## config.mk

```make
export PLATFORM = sky130hd
export DESIGN_NAME = tga_rle_image_decoder
export DESIGN_NICKNAME = d
export VERILOG_FILES = /design/src/rtl/tgard_pkg.sv /design/src/rtl/tgard_front.sv /design/src/rtl/tgard_queue.sv /design/src/rtl/tgard_back.sv /design/src/rtl/tga_rle_image_decoder.sv
export VERILOG_INCLUDE_DIRS = /design/src /design/src/rtl
export SDC_FILE = /design/constraint.sdc
export NUM_CORES = 1
export LEC_CHECK = 0
export BUFFER_PORTS_ARGS = -buffer_cell sky130_fd_sc_hd__buf_2
export CAP_MARGIN = 20
export CORE_ASPECT_RATIO = 0.75
export CORE_MARGIN = 1.5
export CORE_UTILIZATION = 63
export CTS_CLUSTER_SIZE = 40
export DETAILED_ROUTE_END_ITERATION = 10
export PLACE_DENSITY = 0.78
export SKIP_CTS_REPAIR_TIMING = 1
export SYNTH_ARGS = -nofsm -noshare
export SYNTH_HDL_FRONTEND = slang
export SYNTH_SLANG_ARGS = --single-unit
```

## constraint.sdc

```tcl
create_clock -name clk -period 10.17 [get_ports clk]
set_input_delay 0.5085 -clock clk [delete_from_list [all_inputs] [get_ports clk]]
set_output_delay 0.5085 -clock clk [all_outputs]
set_load 0.02 [all_outputs]
```

## src/rtl/tga_rle_image_decoder_macros.svh

```systemverilog
// assertion helpers shared by the decoder modules
// each use expects clk and rst_n in scope
`ifndef TGA_RLE_IMAGE_DECODER_MACROS_SVH
`define TGA_RLE_IMAGE_DECODER_MACROS_SVH

`ifndef SYNTHESIS
`define TGARD_CHECK(lbl, prop, msg) \
  lbl: assert property (@(posedge clk) disable iff (!rst_n) (prop)) else $error(msg);
`define TGARD_NEVER(lbl, cond, msg) \
  lbl: assert property (@(posedge clk) disable iff (!rst_n) !(cond)) else $error(msg);
`else
`define TGARD_CHECK(lbl, prop, msg)
`define TGARD_NEVER(lbl, cond, msg)
`endif

`endif

```

## src/rtl/tgard_pkg.sv

```systemverilog
`timescale 1ns / 1ps

package tgard_pkg;

  // result kinds
  localparam logic [1:0] KIND_PIXEL     = 2'd0;
  localparam logic [1:0] KIND_HEADER    = 2'd1;
  localparam logic [1:0] KIND_BAD_TYPE  = 2'd2;
  localparam logic [1:0] KIND_BAD_DEPTH = 2'd3;

  // header layout
  localparam logic [4:0] HDR_SIG_BYTES   = 5'd12;
  localparam logic [4:0] HDR_TYPE_INDEX  = 5'd2;
  localparam logic [4:0] HDR_WIDTH_LO    = 5'd12;
  localparam logic [4:0] HDR_WIDTH_HI    = 5'd13;
  localparam logic [4:0] HDR_HEIGHT_LO   = 5'd14;
  localparam logic [4:0] HDR_HEIGHT_HI   = 5'd15;
  localparam logic [4:0] HDR_DEPTH_INDEX = 5'd16;
  localparam logic [4:0] HDR_LAST_INDEX  = 5'd17;

  localparam logic [7:0] TYPE_PLAIN = 8'h02;
  localparam logic [7:0] TYPE_RLE   = 8'h0A;
  localparam logic [7:0] DEPTH_24   = 8'd24;
  localparam logic [7:0] DEPTH_32   = 8'd32;
  localparam logic [7:0] RUN_FLAG   = 8'd128;
  localparam logic [7:0] RUN_BIAS   = 8'd127;

  localparam int QUEUE_DEPTH = 2;
  localparam int PROD_BITS   = 32;

  typedef struct packed {
    logic [1:0]  kind;
    logic [7:0]  blue;
    logic [7:0]  green;
    logic [7:0]  red;
    logic [7:0]  alpha;
    logic [7:0]  run_length;
    logic [15:0] image_width;
    logic [15:0] image_height;
    logic [7:0]  bits_per_pixel;
    logic        last;
  } item_t;

endpackage

```

## src/rtl/tgard_front.sv

```systemverilog
`timescale 1ns / 1ps
`include "tga_rle_image_decoder_macros.svh"

module tgard_front (
  input  logic              clk,
  input  logic              rst_n,
  input  logic              in_valid,
  output logic              in_ready,
  input  logic [7:0]        in_data_byte,
  input  logic              in_first_byte,
  input  logic              q_full,
  output logic              push,
  output tgard_pkg::item_t  push_item
);

  typedef enum logic [2:0] {
    PH_HEADER,
    PH_PKT_HEAD,
    PH_PIXEL,
    PH_PAD,
    PH_DONE
  } phase_t;

  phase_t      phase_r, phase_nxt, cur_phase;
  logic [4:0]  idx_r, idx_nxt, cur_idx;
  logic [15:0] width_r, width_nxt;
  logic [15:0] height_r, height_nxt;
  logic [7:0]  depth_r, depth_nxt;
  logic        plain_r, plain_nxt, cur_plain;
  logic        rle_r, rle_nxt, cur_rle;
  logic [7:0]  left_r, left_nxt;
  logic        is_run_r, is_run_nxt;
  logic [23:0] asm_r, asm_nxt;
  logic [1:0]  bip_r, bip_nxt;
  logic [15:0] col_r, col_nxt;
  logic [1:0]  pad_r, pad_nxt;

  logic        accept;
  logic [7:0]  b;
  logic        is_32;
  logic        pix_done;
  logic [15:0] col_inc;
  logic [7:0]  left_dec;
  logic [7:0]  sig_plain;
  logic [7:0]  sig_rle;
  logic        bad_type;
  logic        bad_depth;
  logic        empty_img;

  assign in_ready = !q_full;
  assign accept   = in_valid && in_ready;
  assign b        = in_data_byte;
  assign is_32    = (depth_r == tgard_pkg::DEPTH_32);
  assign pix_done = is_32 ? (bip_r == 2'd3) : (bip_r == 2'd2);
  assign col_inc  = col_r + 16'd1;
  assign left_dec = left_r - 8'd1;

  // a first byte restarts parsing on this very byte
  assign cur_phase = in_first_byte ? PH_HEADER : phase_r;
  assign cur_idx   = in_first_byte ? 5'd0 : idx_r;
  assign cur_plain = in_first_byte ? 1'b1 : plain_r;
  assign cur_rle   = in_first_byte ? 1'b1 : rle_r;

  assign sig_plain = (cur_idx == tgard_pkg::HDR_TYPE_INDEX) ? tgard_pkg::TYPE_PLAIN : 8'd0;
  assign sig_rle   = (cur_idx == tgard_pkg::HDR_TYPE_INDEX) ? tgard_pkg::TYPE_RLE : 8'd0;
  assign bad_type  = !cur_plain && !cur_rle;
  assign bad_depth = (depth_r != tgard_pkg::DEPTH_24) && (depth_r != tgard_pkg::DEPTH_32);
  assign empty_img = (width_r == 16'd0) || (height_r == 16'd0);

  always_comb begin
    phase_nxt  = phase_r;
    idx_nxt    = idx_r;
    width_nxt  = width_r;
    height_nxt = height_r;
    depth_nxt  = depth_r;
    plain_nxt  = plain_r;
    rle_nxt    = rle_r;
    left_nxt   = left_r;
    is_run_nxt = is_run_r;
    asm_nxt    = asm_r;
    bip_nxt    = bip_r;
    col_nxt    = col_r;
    pad_nxt    = pad_r;
    push       = 1'b0;
    push_item  = '0;
    if (accept) begin
      if (in_first_byte) begin
        phase_nxt  = PH_HEADER;
        idx_nxt    = 5'd0;
        plain_nxt  = 1'b1;
        rle_nxt    = 1'b1;
        left_nxt   = 8'd0;
        is_run_nxt = 1'b0;
        asm_nxt    = 24'd0;
        bip_nxt    = 2'd0;
        col_nxt    = 16'd0;
        pad_nxt    = 2'd0;
      end
      unique case (cur_phase)
        PH_HEADER: begin
          if (cur_idx < tgard_pkg::HDR_SIG_BYTES) begin
            plain_nxt = cur_plain && (b == sig_plain);
            rle_nxt   = cur_rle && (b == sig_rle);
          end else if (cur_idx == tgard_pkg::HDR_WIDTH_LO) begin
            width_nxt[7:0] = b;
          end else if (cur_idx == tgard_pkg::HDR_WIDTH_HI) begin
            width_nxt[15:8] = b;
          end else if (cur_idx == tgard_pkg::HDR_HEIGHT_LO) begin
            height_nxt[7:0] = b;
          end else if (cur_idx == tgard_pkg::HDR_HEIGHT_HI) begin
            height_nxt[15:8] = b;
          end else if (cur_idx == tgard_pkg::HDR_DEPTH_INDEX) begin
            depth_nxt = b;
          end
          if (cur_idx < tgard_pkg::HDR_LAST_INDEX) begin
            idx_nxt = cur_idx + 5'd1;
          end else begin
            push                     = 1'b1;
            push_item.image_width    = width_r;
            push_item.image_height   = height_r;
            push_item.bits_per_pixel = depth_r;
            push_item.last           = 1'b1;
            phase_nxt                = PH_DONE;
            if (bad_type) begin
              push_item.kind = tgard_pkg::KIND_BAD_TYPE;
            end else if (bad_depth) begin
              push_item.kind = tgard_pkg::KIND_BAD_DEPTH;
            end else begin
              push_item.kind = tgard_pkg::KIND_HEADER;
              if (!empty_img) begin
                push_item.last = 1'b0;
                phase_nxt      = cur_rle ? PH_PKT_HEAD : PH_PIXEL;
              end
            end
          end
        end
        PH_PKT_HEAD: begin
          if (b < tgard_pkg::RUN_FLAG) begin
            is_run_nxt = 1'b0;
            left_nxt   = b + 8'd1;
          end else begin
            is_run_nxt = 1'b1;
            left_nxt   = b - tgard_pkg::RUN_BIAS;
          end
          phase_nxt = PH_PIXEL;
        end
        PH_PIXEL: begin
          if (!pix_done) begin
            case (bip_r)
              2'd0:    asm_nxt[7:0]   = b;
              2'd1:    asm_nxt[15:8]  = b;
              default: asm_nxt[23:16] = b;
            endcase
            bip_nxt = bip_r + 2'd1;
          end else begin
            // pixels past the image end are dropped by the back end
            push                 = 1'b1;
            push_item.kind       = tgard_pkg::KIND_PIXEL;
            push_item.blue       = asm_r[7:0];
            push_item.green      = asm_r[15:8];
            push_item.red        = is_32 ? asm_r[23:16] : b;
            push_item.alpha      = is_32 ? b : 8'd0;
            push_item.run_length = (rle_r && is_run_r) ? left_r : 8'd1;
            asm_nxt              = 24'd0;
            bip_nxt              = 2'd0;
            if (rle_r) begin
              if (is_run_r) begin
                phase_nxt = PH_PKT_HEAD;
              end else begin
                left_nxt = left_dec;
                if (left_dec == 8'd0) begin
                  phase_nxt = PH_PKT_HEAD;
                end
              end
            end else if (col_inc >= width_r) begin
              col_nxt = 16'd0;
              pad_nxt = is_32 ? 2'd0 : width_r[1:0];
              if (!is_32 && (width_r[1:0] != 2'd0)) begin
                phase_nxt = PH_PAD;
              end
            end else begin
              col_nxt = col_inc;
            end
          end
        end
        PH_PAD: begin
          pad_nxt = pad_r - 2'd1;
          if (pad_r == 2'd1) begin
            phase_nxt = PH_PIXEL;
          end
        end
        PH_DONE: begin
        end
        default: begin
          phase_nxt = PH_DONE;
        end
      endcase
    end
  end

  always_ff @(posedge clk) begin
    if (!rst_n) begin
      phase_r  <= PH_HEADER;
      idx_r    <= 5'd0;
      width_r  <= 16'd0;
      height_r <= 16'd0;
      depth_r  <= 8'd0;
      plain_r  <= 1'b1;
      rle_r    <= 1'b1;
      left_r   <= 8'd0;
      is_run_r <= 1'b0;
      asm_r    <= 24'd0;
      bip_r    <= 2'd0;
      col_r    <= 16'd0;
      pad_r    <= 2'd0;
    end else begin
      phase_r  <= phase_nxt;
      idx_r    <= idx_nxt;
      width_r  <= width_nxt;
      height_r <= height_nxt;
      depth_r  <= depth_nxt;
      plain_r  <= plain_nxt;
      rle_r    <= rle_nxt;
      left_r   <= left_nxt;
      is_run_r <= is_run_nxt;
      asm_r    <= asm_nxt;
      bip_r    <= bip_nxt;
      col_r    <= col_nxt;
      pad_r    <= pad_nxt;
    end
  end

  `TGARD_CHECK(a_hdr_idx_range, (phase_r == PH_HEADER) |-> (idx_r <= tgard_pkg::HDR_LAST_INDEX), "header index ran past the last header byte")
  `TGARD_CHECK(a_pad_nonzero, (phase_r == PH_PAD) |-> (pad_r != 2'd0), "padding phase with no padding left")

endmodule

```

## src/rtl/tgard_queue.sv

```systemverilog
`timescale 1ns / 1ps
`include "tga_rle_image_decoder_macros.svh"

module tgard_queue (
  input  logic              clk,
  input  logic              rst_n,
  input  logic              push,
  input  tgard_pkg::item_t  push_item,
  output logic              full,
  input  logic              pop,
  output logic              not_empty,
  output tgard_pkg::item_t  head_item
);

  localparam int PTR_W = $clog2(tgard_pkg::QUEUE_DEPTH);
  localparam int CNT_W = $clog2(tgard_pkg::QUEUE_DEPTH + 1);

  tgard_pkg::item_t slot_r [tgard_pkg::QUEUE_DEPTH];
  logic [PTR_W-1:0] wr_r, wr_nxt;
  logic [PTR_W-1:0] rd_r, rd_nxt;
  logic [CNT_W-1:0] cnt_r, cnt_nxt;

  assign full      = (cnt_r == CNT_W'(tgard_pkg::QUEUE_DEPTH));
  assign not_empty = (cnt_r != '0);
  assign head_item = slot_r[rd_r];

  always_comb begin
    wr_nxt  = push ? PTR_W'((wr_r + 1'b1) % tgard_pkg::QUEUE_DEPTH) : wr_r;
    rd_nxt  = pop ? PTR_W'((rd_r + 1'b1) % tgard_pkg::QUEUE_DEPTH) : rd_r;
    cnt_nxt = cnt_r;
    if (push && !pop) begin
      cnt_nxt = cnt_r + 1'b1;
    end else if (pop && !push) begin
      cnt_nxt = cnt_r - 1'b1;
    end
  end

  always_ff @(posedge clk) begin
    if (!rst_n) begin
      wr_r  <= '0;
      rd_r  <= '0;
      cnt_r <= '0;
    end else begin
      wr_r  <= wr_nxt;
      rd_r  <= rd_nxt;
      cnt_r <= cnt_nxt;
    end
  end

  always_ff @(posedge clk) begin
    if (push) begin
      slot_r[wr_r] <= push_item;
    end
  end

  `TGARD_NEVER(a_q_overflow, push && full, "item pushed into a full queue")
  `TGARD_NEVER(a_q_underflow, pop && !not_empty, "item popped from an empty queue")

endmodule

```

## src/rtl/tgard_back.sv

```systemverilog
`timescale 1ns / 1ps
`include "tga_rle_image_decoder_macros.svh"

module tgard_back #(
  parameter int PIXEL_COUNT_BITS = 32
) (
  input  logic              clk,
  input  logic              rst_n,
  input  logic              q_valid,
  input  tgard_pkg::item_t  q_item,
  output logic              pop,
  output logic              out_valid,
  input  logic              out_ready,
  output tgard_pkg::item_t  out_item
);

  localparam int PB = PIXEL_COUNT_BITS;

  logic [PB-1:0]                    remaining_r, remaining_nxt;
  logic                             out_valid_r, out_valid_nxt;
  tgard_pkg::item_t                 res_r, res_nxt;
  logic [tgard_pkg::PROD_BITS-1:0]  prod;
  logic [tgard_pkg::PROD_BITS-1:0]  prod_hi;
  logic [PB-1:0]                    total;
  logic [PB-1:0]                    req_wide;
  logic [7:0]                       run;
  logic [PB-1:0]                    rem_after;
  logic                             is_pixel;

  assign prod      = tgard_pkg::PROD_BITS'(q_item.image_width * q_item.image_height);
  assign prod_hi   = prod >> PB;
  // pixel total saturates at the counter width
  assign total     = (prod_hi != '0) ? {PB{1'b1}} : prod[PB-1:0];
  assign req_wide  = {{(PB-8){1'b0}}, q_item.run_length};
  assign run       = (req_wide <= remaining_r) ? q_item.run_length : remaining_r[7:0];
  assign rem_after = remaining_r - {{(PB-8){1'b0}}, run};
  assign is_pixel  = (q_item.kind == tgard_pkg::KIND_PIXEL);

  assign pop       = q_valid && (!out_valid_r || out_ready);
  assign out_valid = out_valid_r;
  assign out_item  = res_r;

  always_comb begin
    remaining_nxt = remaining_r;
    res_nxt       = res_r;
    out_valid_nxt = out_valid_r && !out_ready;
    if (pop) begin
      res_nxt = q_item;
      if (is_pixel) begin
        // pixels after the image is complete are dropped
        out_valid_nxt      = (remaining_r != '0);
        res_nxt.run_length = run;
        res_nxt.last       = (rem_after == '0);
        if (remaining_r != '0) begin
          remaining_nxt = rem_after;
        end
      end else begin
        out_valid_nxt = 1'b1;
        remaining_nxt = (q_item.kind == tgard_pkg::KIND_HEADER && !q_item.last) ? total : '0;
      end
    end
  end

  always_ff @(posedge clk) begin
    if (!rst_n) begin
      remaining_r <= '0;
      out_valid_r <= 1'b0;
    end else begin
      remaining_r <= remaining_nxt;
      out_valid_r <= out_valid_nxt;
    end
  end

  always_ff @(posedge clk) begin
    res_r <= res_nxt;
  end

  `TGARD_CHECK(a_rem_no_grow, (pop && is_pixel) |=> (remaining_r <= $past(remaining_r)), "pixel count grew on a pixel item")
  `TGARD_CHECK(a_run_nonzero, (out_valid_r && res_r.kind == tgard_pkg::KIND_PIXEL) |-> (res_r.run_length != 8'd0), "pixel result with zero run")

endmodule

```

## src/rtl/tga_rle_image_decoder.sv

```systemverilog
`timescale 1ns / 1ps
// a completing header or pixel byte's result goes to the queue, then the output register
// throughput: one file byte per cycle while the queue is not full; the parser, a 2-entry
// queue and the output register let bytes keep flowing while a result waits on out_ready
// reset: synchronous active-low rst_n returns the parser to header byte 0 and empties the
// queue and the output stage; no clearing pass is needed
module tga_rle_image_decoder #(
  parameter int PIXEL_COUNT_BITS = 32
) (
  input  logic        clk,
  input  logic        rst_n,
  input  logic        in_valid,
  output logic        in_ready,
  input  logic [7:0]  in_data_byte,
  input  logic        in_first_byte,
  output logic        out_valid,
  input  logic        out_ready,
  output logic [1:0]  out_kind,
  output logic [7:0]  out_blue,
  output logic [7:0]  out_green,
  output logic [7:0]  out_red,
  output logic [7:0]  out_alpha,
  output logic [7:0]  out_run_length,
  output logic [15:0] out_image_width,
  output logic [15:0] out_image_height,
  output logic [7:0]  out_bits_per_pixel,
  output logic        out_last
);

  logic             push;
  logic             q_full;
  logic             q_valid;
  logic             pop;
  tgard_pkg::item_t push_item;
  tgard_pkg::item_t head_item;
  tgard_pkg::item_t res;

  tgard_front u_front (
    .clk           (clk),
    .rst_n         (rst_n),
    .in_valid      (in_valid),
    .in_ready      (in_ready),
    .in_data_byte  (in_data_byte),
    .in_first_byte (in_first_byte),
    .q_full        (q_full),
    .push          (push),
    .push_item     (push_item)
  );

  tgard_queue u_queue (
    .clk       (clk),
    .rst_n     (rst_n),
    .push      (push),
    .push_item (push_item),
    .full      (q_full),
    .pop       (pop),
    .not_empty (q_valid),
    .head_item (head_item)
  );

  tgard_back #(
    .PIXEL_COUNT_BITS (PIXEL_COUNT_BITS)
  ) u_back (
    .clk       (clk),
    .rst_n     (rst_n),
    .q_valid   (q_valid),
    .q_item    (head_item),
    .pop       (pop),
    .out_valid (out_valid),
    .out_ready (out_ready),
    .out_item  (res)
  );

  assign out_kind           = res.kind;
  assign out_blue           = res.blue;
  assign out_green          = res.green;
  assign out_red            = res.red;
  assign out_alpha          = res.alpha;
  assign out_run_length     = res.run_length;
  assign out_image_width    = res.image_width;
  assign out_image_height   = res.image_height;
  assign out_bits_per_pixel = res.bits_per_pixel;
  assign out_last           = res.last;

endmodule
```

* Word-level counts from Yosys, hierarchy flattened
Memories as Yosys holds them, arrays and structs flattened. A register that Yosys moved wholly into a read port is not among the register bits.
Cells that the tools add are included.
** Storage, ports and cells
- Bits in registers :: 223
- Latch bits :: 0
- RAM bits :: 166
- Memory bits (read-only) :: 0
- Input bits :: 13
- Output and inout bits :: 85
- Logic and storage cells :: 209
- Memories kept :: 1
** Operators by class
- Add/subtract/negate cells :: 12
- Multipliers :: 1
- Divide/modulo/power cells :: 0
- $lt $le $gt $ge :: 5
- Equal/unequal tests :: 22
- Shift operators :: 0
- Mux-type cells :: 88
- Bitwise operators :: 5
- Reductions and logical operators :: 45
** Memory list
- u_queue.slot_r :: depth 2, width 83, read ports 1, clocked after memory_dff 1, wr ports 1, line tgard_queue.sv:18 : tgard_pkg::item_t slot_r [tgard_pkg::QUEUE_DEPTH];
** Operators by type and width (count)
- 2-to-1 mux 8 bit :: 13
- 2-to-1 mux 32 bit :: 3
- 2-to-1 mux 83 bit :: 1
- 2-to-1 mux 41 bit :: 2
- 2-to-1 mux 16 bit :: 5
- 2-to-1 mux 40 bit :: 2
- 2-to-1 mux 24 bit :: 3
- 2-to-1 mux 3 bit :: 12
- <= comparator 8 x 32 -> 1 bit :: 1
- logical NOT 16 bit :: 2
- logical NOT 32 bit :: 1
- multiplier 16 x 16 -> 32 bit :: 1
- nonzero test 32 bit :: 1
- subtractor 32 x 8 -> 32 bit :: 1
- 2-to-1 mux 2 bit :: 15
- 2-to-1 mux 1 bit :: 23
- == test 5 x 4 -> 1 bit (second input constant) :: 4
- adder 16 x 1 -> 16 bit (second input constant) :: 1
- == test 8 bit :: 2
- greater-or-equal comparator 16 bit :: 1
- case mux 8 bit (2 select lines) :: 1
- 2-to-1 mux 5 bit :: 3
- case mux 3 bit (5 select lines) :: 1
- logical AND 1 bit :: 12
- 38 further kinds :: 67

* Logic depth before layout (Yosys ltp)
Gate-level depths: netlist (run 1).
- Word-level depth :: 9
- Gate-level depth with buffers :: 27
- Mapped depth without buffers :: 23

* Cells and area by module
A second synthesis (run 1) with hierarchy kept.
** Second synthesis, totals
- Cells, all modules :: 2560
- Area total of the unflattened synthesis :: 26970.9 sq um
** Modules (own cells, without submodules)
- tgard_back :: times used 1, cells each 1486, area each 14147.3 sq um, sequential area each 3153.0 sq um
- tgard_front :: times used 1, cells each 794, area each 6591.3 sq um, sequential area each 2062.0 sq um
- tgard_queue :: times used 1, cells each 280, area each 6232.2 sq um, sequential area each 5084.9 sq um

* Worst setup path after synthesis (run 1)
Ideal clock, no wire load.
- Path type :: reg2reg
- Start :: reg (tool-made name)
- End :: reg u_back.remaining_r[29]
- Setup time :: 122 ps
- Data arrival time :: 7375 ps
- Required time :: 10048 ps
- Setup slack :: 2673 ps
- Stages on the path, launching flop included :: 26
- Buffers on the path :: 4
- Clock period less this slack :: 7497 ps
- Cell sequence :: dfxtp_1 clkbuf_1 buf_1 clkbuf_1 mux2i_1 inv_1 clkbuf_1 nand2_1 fa_1 fa_1 fa_1 fa_1 inv_1 fa_1 inv_1 fa_1 inv_1 ha_1 a21oi_1 o211a_1 o21ai_0 a31oi_1 a311oi_1 o311ai_0 a2111oi_0 a221o_1
** RTL lines
- to (signal assigned) :: line tgard_back.sv:69 : remaining_r <= remaining_nxt;
- to (decl) :: line tgard_back.sv:19 : logic [PB-1:0] remaining_r, remaining_nxt;

==> key figures, run 1 <==
Timing
  • Fmax achieved: 122 MHz
  • Tightest Pin Transition: 1.05 ns
  • Setup TNS: 0 ns
  • Max-slew violation count: 0
  • Slew margin rel.: 27.9%
  • RSZ-0062 raised after global routing: false
  • Min Tclk post-route: 8.22 ns
  • # setup viols final: 0
  • Clock Skew: 0.0237 ns
  • Fin. Hold Viols: 0
  • Final Cycle Share: 80.8%

Placement
  • Routability cong.: 1.01
  • Placed Cells: 3071
  • Hpwl dp: 49.2 mm
  • Buffers on Ports: 97

Routing
  • Via-per-instance ratio: 6.21
  • Via Count: 19500
  • DRT Pass-1 Iters: 6
  • Routed WL: 67.7 mm
  • # DRC: 0
  • Antenna viol nets, final: 0
  • DRT iter0 DRCs: 2122
  • Wire per inst: 21.5 microns

Yosys
  • Post-synth EDFFs: 249
  • Top-area cell type share of the netlist area: 29.0%
  • Ys Warns: 0
  • Post-synth top flop: edfxtp_1
  • Post-synthesis sequential area ratio: 40.0%
  • Mapped Area: 0.0258 sq mm
  • Post-synth net total: 2886
  • Top cells by area, synth: edfxtp_1 (29%), fa_1 (15%), dfxtp_1 (11%), ha_1 (7.2%), inv_1 (4.4%)
  • Mean Syn Cell Area: 10.2 sq um
  • Most numerous cell in the Yosys netlist: inv_1
  • Distinct cell type count after synthesis: 82
  • Async SR Flop Fraction: 0%
  • Cells after Synth: 2529
  • Post-synth top area cell: edfxtp_1
  • FF+latch count, synth: 390
  • Synth top cells by count: inv_1 (301), nor2_1 (300), edfxtp_1 (249)

Clocking
  • Clk sink count: 390
  • Clock transition at the registers of the reported paths: 0.07 ns
  • TritonCTS clock tree: built
  • # H-tree levels: 2
  • Max Buffers Root-to-Sink: 3
  • Clock Latency Late Sink: 0.55 ns
  • CTS root buffer: clkbuf_16
  • Num CTS Buffers: 40

Floorplan
  • Die area: 0.0421 sq mm
  • Cell row count: 63
  • Core area: 0.0399 sq mm
  • Die Y: 178 microns
  • Initial Utilization: 64.6%
  • Num ports: 98
  • Die Width: 237 microns

Setup path
  • Setup crit start kind: flop
  • CP max stage delay: 0.81 ns
  • Crit-path max FO: 42
  • Register-to-Register Path Depth: 21
  • Req. time, crit path: 10.59 ns
  • Top cell by count, worst path: fa_1
  • R2R Path End: u_back.remaining_r[29]
  • CP Capture Type: flop
  • Crit-path cells: mux2i_1 -> inv_1 -> nand2_1 -> fa_1 -> fa_1 -> fa_1 -> fa_1 -> inv_1 -> fa_1 -> inv_1 -> fa_1 -> inv_1 -> ha_1 -> a21oi_1 -> o211a_1 -> o21ai_0 -> a31oi_1 -> a311oi_1 -> o311ai_0 -> a2111oi_0 -> a221o_1
  • Crit path arrival time: 8.64 ns
  • Register-to-register setup slack: 1.95 ns
  • CP Class: reg2reg
  • Slowest cell on crit path: dfxtp_4
  • CP endpoint: u_back.remaining_r[29]

Global route
  • Vias in the first global route: 19200
  • First-pass GRT wire length: 106 mm
  • Initial antenna violation count: 0
  • Largest net degree at the start of global routing: 90
  • Gr ovfl total: 0
  • GRT Util Overall: 32.5%

Layout
  • Filler-free cell count of the finished design: 3147
  • Final nets: 2953
  • Area grow syn2layout: 8.88%
  • Fill count: 2929
  • Ant diodes: 0
  • Layout cells sized above 1: 10.5%

Job
  • Max Cap Viol: 0

Run status
  • Status: finished clean

Min path
  • Min-Delay Path Depth: 4
  • Hold WC Path Type: in2reg
## worst max-delay path: cells and delay by family, from the launching register on
kind	cells	cell delay [ns]
compound gates	8	2.25
fa+ha+maj	7	3.53
buf+inv	4	0.62
flops	1	0.81
mux	1	0.66
simple gates	1	0.21
## per-layer routing
layer | GRT usage [%] | part of all wire [%]
met5 | 0 | 0
met4 | 7.10 | 1.8
met3 | 7.23 | 11
met2 | 48.3 | 44
met1 | 48.7 | 44
## state kept, by name (all words and copies together), names as in the netlist, 3 cells and up, named ones only
name / flops
u_front.width_r: 16
u_front.asm_r: 24
u_front.height_r: 16
u_front.depth_r: 8
u_front.idx_r: 5
u_front.left_r: 8
u_back.remaining_r: 32
u_queue.slot_r: 166
u_back.out_item: 83
u_front.col_r: 16
u_front.phase_r: 3
## worst min-delay path by stage
stage | startpoint | endpoint | slack, ns
2_1_floorplan | u_front.col_r[15] | u_front.col_r[15] | 0.43
3_3_place_gp | u_front.col_r[15] | u_front.col_r[15] | 0.43
3_5_place_dp | u_front.col_r[15] | u_front.col_r[15] | 0.45
4_1_cts | out_ready | u_back.out_valid | 0.30
5_1_grt | out_ready | u_back.out_valid | 0.32
6_report | out_ready | u_back.out_valid | 0.32
## per-stage QoR
step	cell area (sq um)	utilization (%)	hold slack, ns	setup WS [ns]
2_1_floorplan	25800	-	0.427	2.67
3_3_place_gp	26800	67.1	0.435	2.42
3_5_place_dp	26800	67.1	0.453	2.14
4_1_cts	28000	70.3	0.304	2.05
5_1_grt	28100	70.3	0.322	1.37
6_report	28100	70.3	0.317	1.95
## cell families (layout without fill, tap and decap cells)
logic type	count (synthesis)	in the layout	synth area share (%)
AND/OR/NAND/NOR	807	807	14.3
buffers and inverters	417	515	6.24
flip-flops	390	390	40.0
AO/OA/AOI/OAI	370	370	9.26
adder cells (fa/ha/maj)	344	344	22.4
multiplexers	146	146	5.97
XOR/XNOR	55	55	1.87
## area by class of cell
type | count | area, sq um | share of cell area (%)
Clock inverter | 22 | 228 | 0.812
Tap cell | 520 | 651 | 2.32
Inverter | 310 | 1160 | 4.15
Sequential cell | 390 | 10300 | 36.7
Clock buffer | 51 | 1050 | 3.75
Timing Repair Buffer | 132 | 753 | 2.68
Multi-Input combinational cell | 1722 | 13900 | 49.6
## layout by cell type (no fill, tap or decap), types with 8 or more instances in the layout
| master | instances |
|---|---|
| nor4_1 | 25 |
| nand4_1 | 16 |
| a21oi_1 | 95 |
| ha_1 | 149 |
| nor3_1 | 31 |
| a21o_1 | 23 |
| a22oi_1 | 33 |
| clkbuf_1 | 10 |
| a211oi_1 | 14 |
| nor2_1 | 298 |
| edfxtp_1 | 249 |
| xnor2_1 | 34 |
| clkbuf_16 | 40 |
| dfxtp_1 | 140 |
| buf_2 | 98 |
| fa_1 | 195 |
| o21a_1 | 11 |
| nand2b_1 | 20 |
| o211ai_1 | 11 |
| mux2i_1 | 84 |
| and2_1 | 36 |
| xor2_1 | 21 |
| nand3_1 | 34 |
| and3_1 | 47 |
| a31oi_1 | 21 |
| mux2_2 | 57 |
| inv_1 | 301 |
| or3_1 | 11 |
| clkinv_1 | 15 |
| nand2_1 | 238 |
| a32oi_1 | 8 |
| o21ai_0 | 88 |
| buf_4 | 33 |
Power of run 1 is not shown: default switching activity piles up to over one toggle a cycle in this logic, so the estimate is an artifact.
==> run 2: changes to the inputs <==
- clock period: 10.17 -> 8.5 ns (I/O delays scaled with it)
==> key figures, run 2 (same netlist as run 1, synthesis figures left out) <==
Run status
  • Status: finished clean

Global route
  • Largest net degree at the start of global routing: 75 (-17%)
  • First-pass GRT wire length: 107 mm (+0.58%)
  • Gr ovfl total: 0 (unchanged)
  • GRT Util Overall: 32.7% (+0.24 points)
  • Vias in the first global route: 19300 (+0.41%)
  • Initial antenna violation count: 0 (unchanged)

Timing
  • Fmax achieved: 126 MHz (+3.4%)
  • # setup viols final: 0 (unchanged)
  • Clock Skew: 0.0226 ns (-0.00107 ns)
  • Max-slew violation count: 0 (unchanged)
  • Slew margin rel.: 15.5% (-12 points)
  • Hold slack: 0.195 ns (-0.123 ns)
  • Fin. Hold Viols: 0 (unchanged)
  • RSZ-0062 raised after global routing: false
  • Setup TNS: 0 ns (unchanged)
  • Tightest Pin Transition: 1.26 ns (+0.213 ns)
  • Final Cycle Share: 93.5% (+13 points)
  • Min Tclk post-route: 7.94 ns (-0.271 ns)

Clocking
  • TritonCTS clock tree: built
  • Clock Latency Late Sink: 0.55 ns (about the same)
  • # H-tree levels: 2 (unchanged)
  • Clock transition at the registers of the reported paths: 0.06 ns (about the same)
  • Max Buffers Root-to-Sink: 3 (unchanged)
  • CTS root buffer: clkbuf_16
  • Num CTS Buffers: 39 (-2.5%)
  • Clk sink count: 390 (unchanged)

Routing
  • Routed WL: 67.4 mm (-0.45%)
  • Antenna viol nets, final: 0 (unchanged)
  • Wire per inst: 21.4 microns (-0.70%)
  • # DRC: 0 (unchanged)
  • Via-per-instance ratio: 6.18 (-0.34%)
  • DRT iter0 DRCs: 1957 (-7.8%)
  • Via Count: 19500 (-0.082%)
  • DRT Pass-1 Iters: 6 (unchanged)

Min path
  • Hold Path Origin: out_ready
  • Min-Delay Path Depth: 4 (unchanged)
  • Hold WC Path Type: in2reg
  • Hold EP: u_back.out_valid

Setup path
  • Crit-path max FO: 45 (+7.1%)
  • CP Capture Type: flop
  • CP Class: reg2reg
  • Setup crit start kind: flop
  • Register-to-register setup slack: 0.56 ns (-1.40 ns)
  • Crit path arrival time: 8.40 ns (-0.24 ns)
  • Req. time, crit path: 8.95 ns (-1.64 ns)
  • R2R Path End: u_back.remaining_r[27]
  • Register-to-Register Path Depth: 22 (+4.8%)

Job
  • Max Cap Viol: 0 (unchanged)

Layout
  • Largest Register: u_queue.slot_r
  • Final nets: 2962 (+0.30%)
  • Most common cell after layout, fill and taps aside: inv_1
  • Ant diodes: 0 (unchanged)
  • Most frequent cells in the layout: inv_1 (301), nor2_1 (298), edfxtp_1 (249)
  • Layout cells sized above 1: 11.2% (+0.69 points)
  • Area grow syn2layout: 9.29%
  • Max reg flops: 166 (unchanged)

Floorplan
  • Core area: 0.0399 sq mm (unchanged)
  • Initial Utilization: 64.6% (unchanged)
  • Die Width: 237 microns (unchanged)
  • Cell row count: 63 (unchanged)
  • Die area: 0.0421 sq mm (unchanged)
  • Die Y: 178 microns (unchanged)
  • Num ports: 98 (unchanged)

Placement
  • Buffers on Ports: 97 (unchanged)
  • Hpwl dp: 48.7 mm (-1.1%)
  • Routability cong.: 1.02 (+0.82%)
==> run 2: changes by cell type in the layout (fill, tap and decap cells not counted), moves of 2 or more <==
cell        previous run  this run
buf_4                 33        45
clkinv_1              15         8
clkbuf_1              10         5
clkinvlp_4             0         4
clkbuf_8               1         4
inv_6                  4         2
==> run 2: metal layers <==
| layer | track usage (%) | routed length [microns] |
|---|---|---|
| met1 | 49.2 | 29500 |
| met2 | 47.7 | 28800 |
| met3 | 8.45 | 7830 |
| met4 | 7.05 | 1250 |
| met5 | 0 | 0 |
==> run 2: cell type report <==
type                    instances  area [sq um]
inverters                     310          1160
multi-input cells            1722         13900
clock inverters                20           215
flip-flops and latches        390         10300
fillers                      2933         11700
repair buffers                142           823
clock buffers                  51          1100
well taps                     520           651
==> run 2: how the worst max path moves through the flow <==
| stage | startpoint | to | depth (start not counted) |
|---|---|---|---|
| final | flop | u_back.remaining_r[27] | 22 |
| after global routing | flop | u_back.remaining_r[29] | 22 |
| after CTS | flop | u_back.remaining_r[27] | 22 |
| after detailed placement | flop | u_back.remaining_r[27] | 22 |
| after global placement | flop | u_back.remaining_r[29] | 22 |
| after floorplan | flop | u_back.remaining_r[29] | 25 |
==> run 2: stage by stage <==
stage	utilization (%)	instances	setup WS, ns	area, sq um
finish	70.6	3155	0.555	28200
global route	70.6	3155	0.145	28200
CTS	70.6	3154	0.665	28200
detailed placement	67.3	3083	0.725	26800
global placement	67.3	3082	0.895	26800
floorplan	-	2529	1.00	25800
==> run 2: critical path: stages (launching register included) <==
cell      delay (ns)
dfxtp_4         0.80
mux2i_1         0.69
inv_1           0.45
nand2_1         0.18
fa_1            0.46
fa_1            0.47
fa_1            0.53
fa_1            0.55
inv_1           0.05
fa_1            0.59
inv_1           0.08
fa_1            0.55
inv_1           0.05
ha_1            0.39
nand3_1         0.12
o211a_1         0.24
o21ai_0         0.11
a31oi_1         0.12
buf_4           0.17
a311oi_1        0.62
a21oi_1         0.15
a311o_1         0.29
a21oi_1         0.15
Power of run 2 is left out for the same reason.
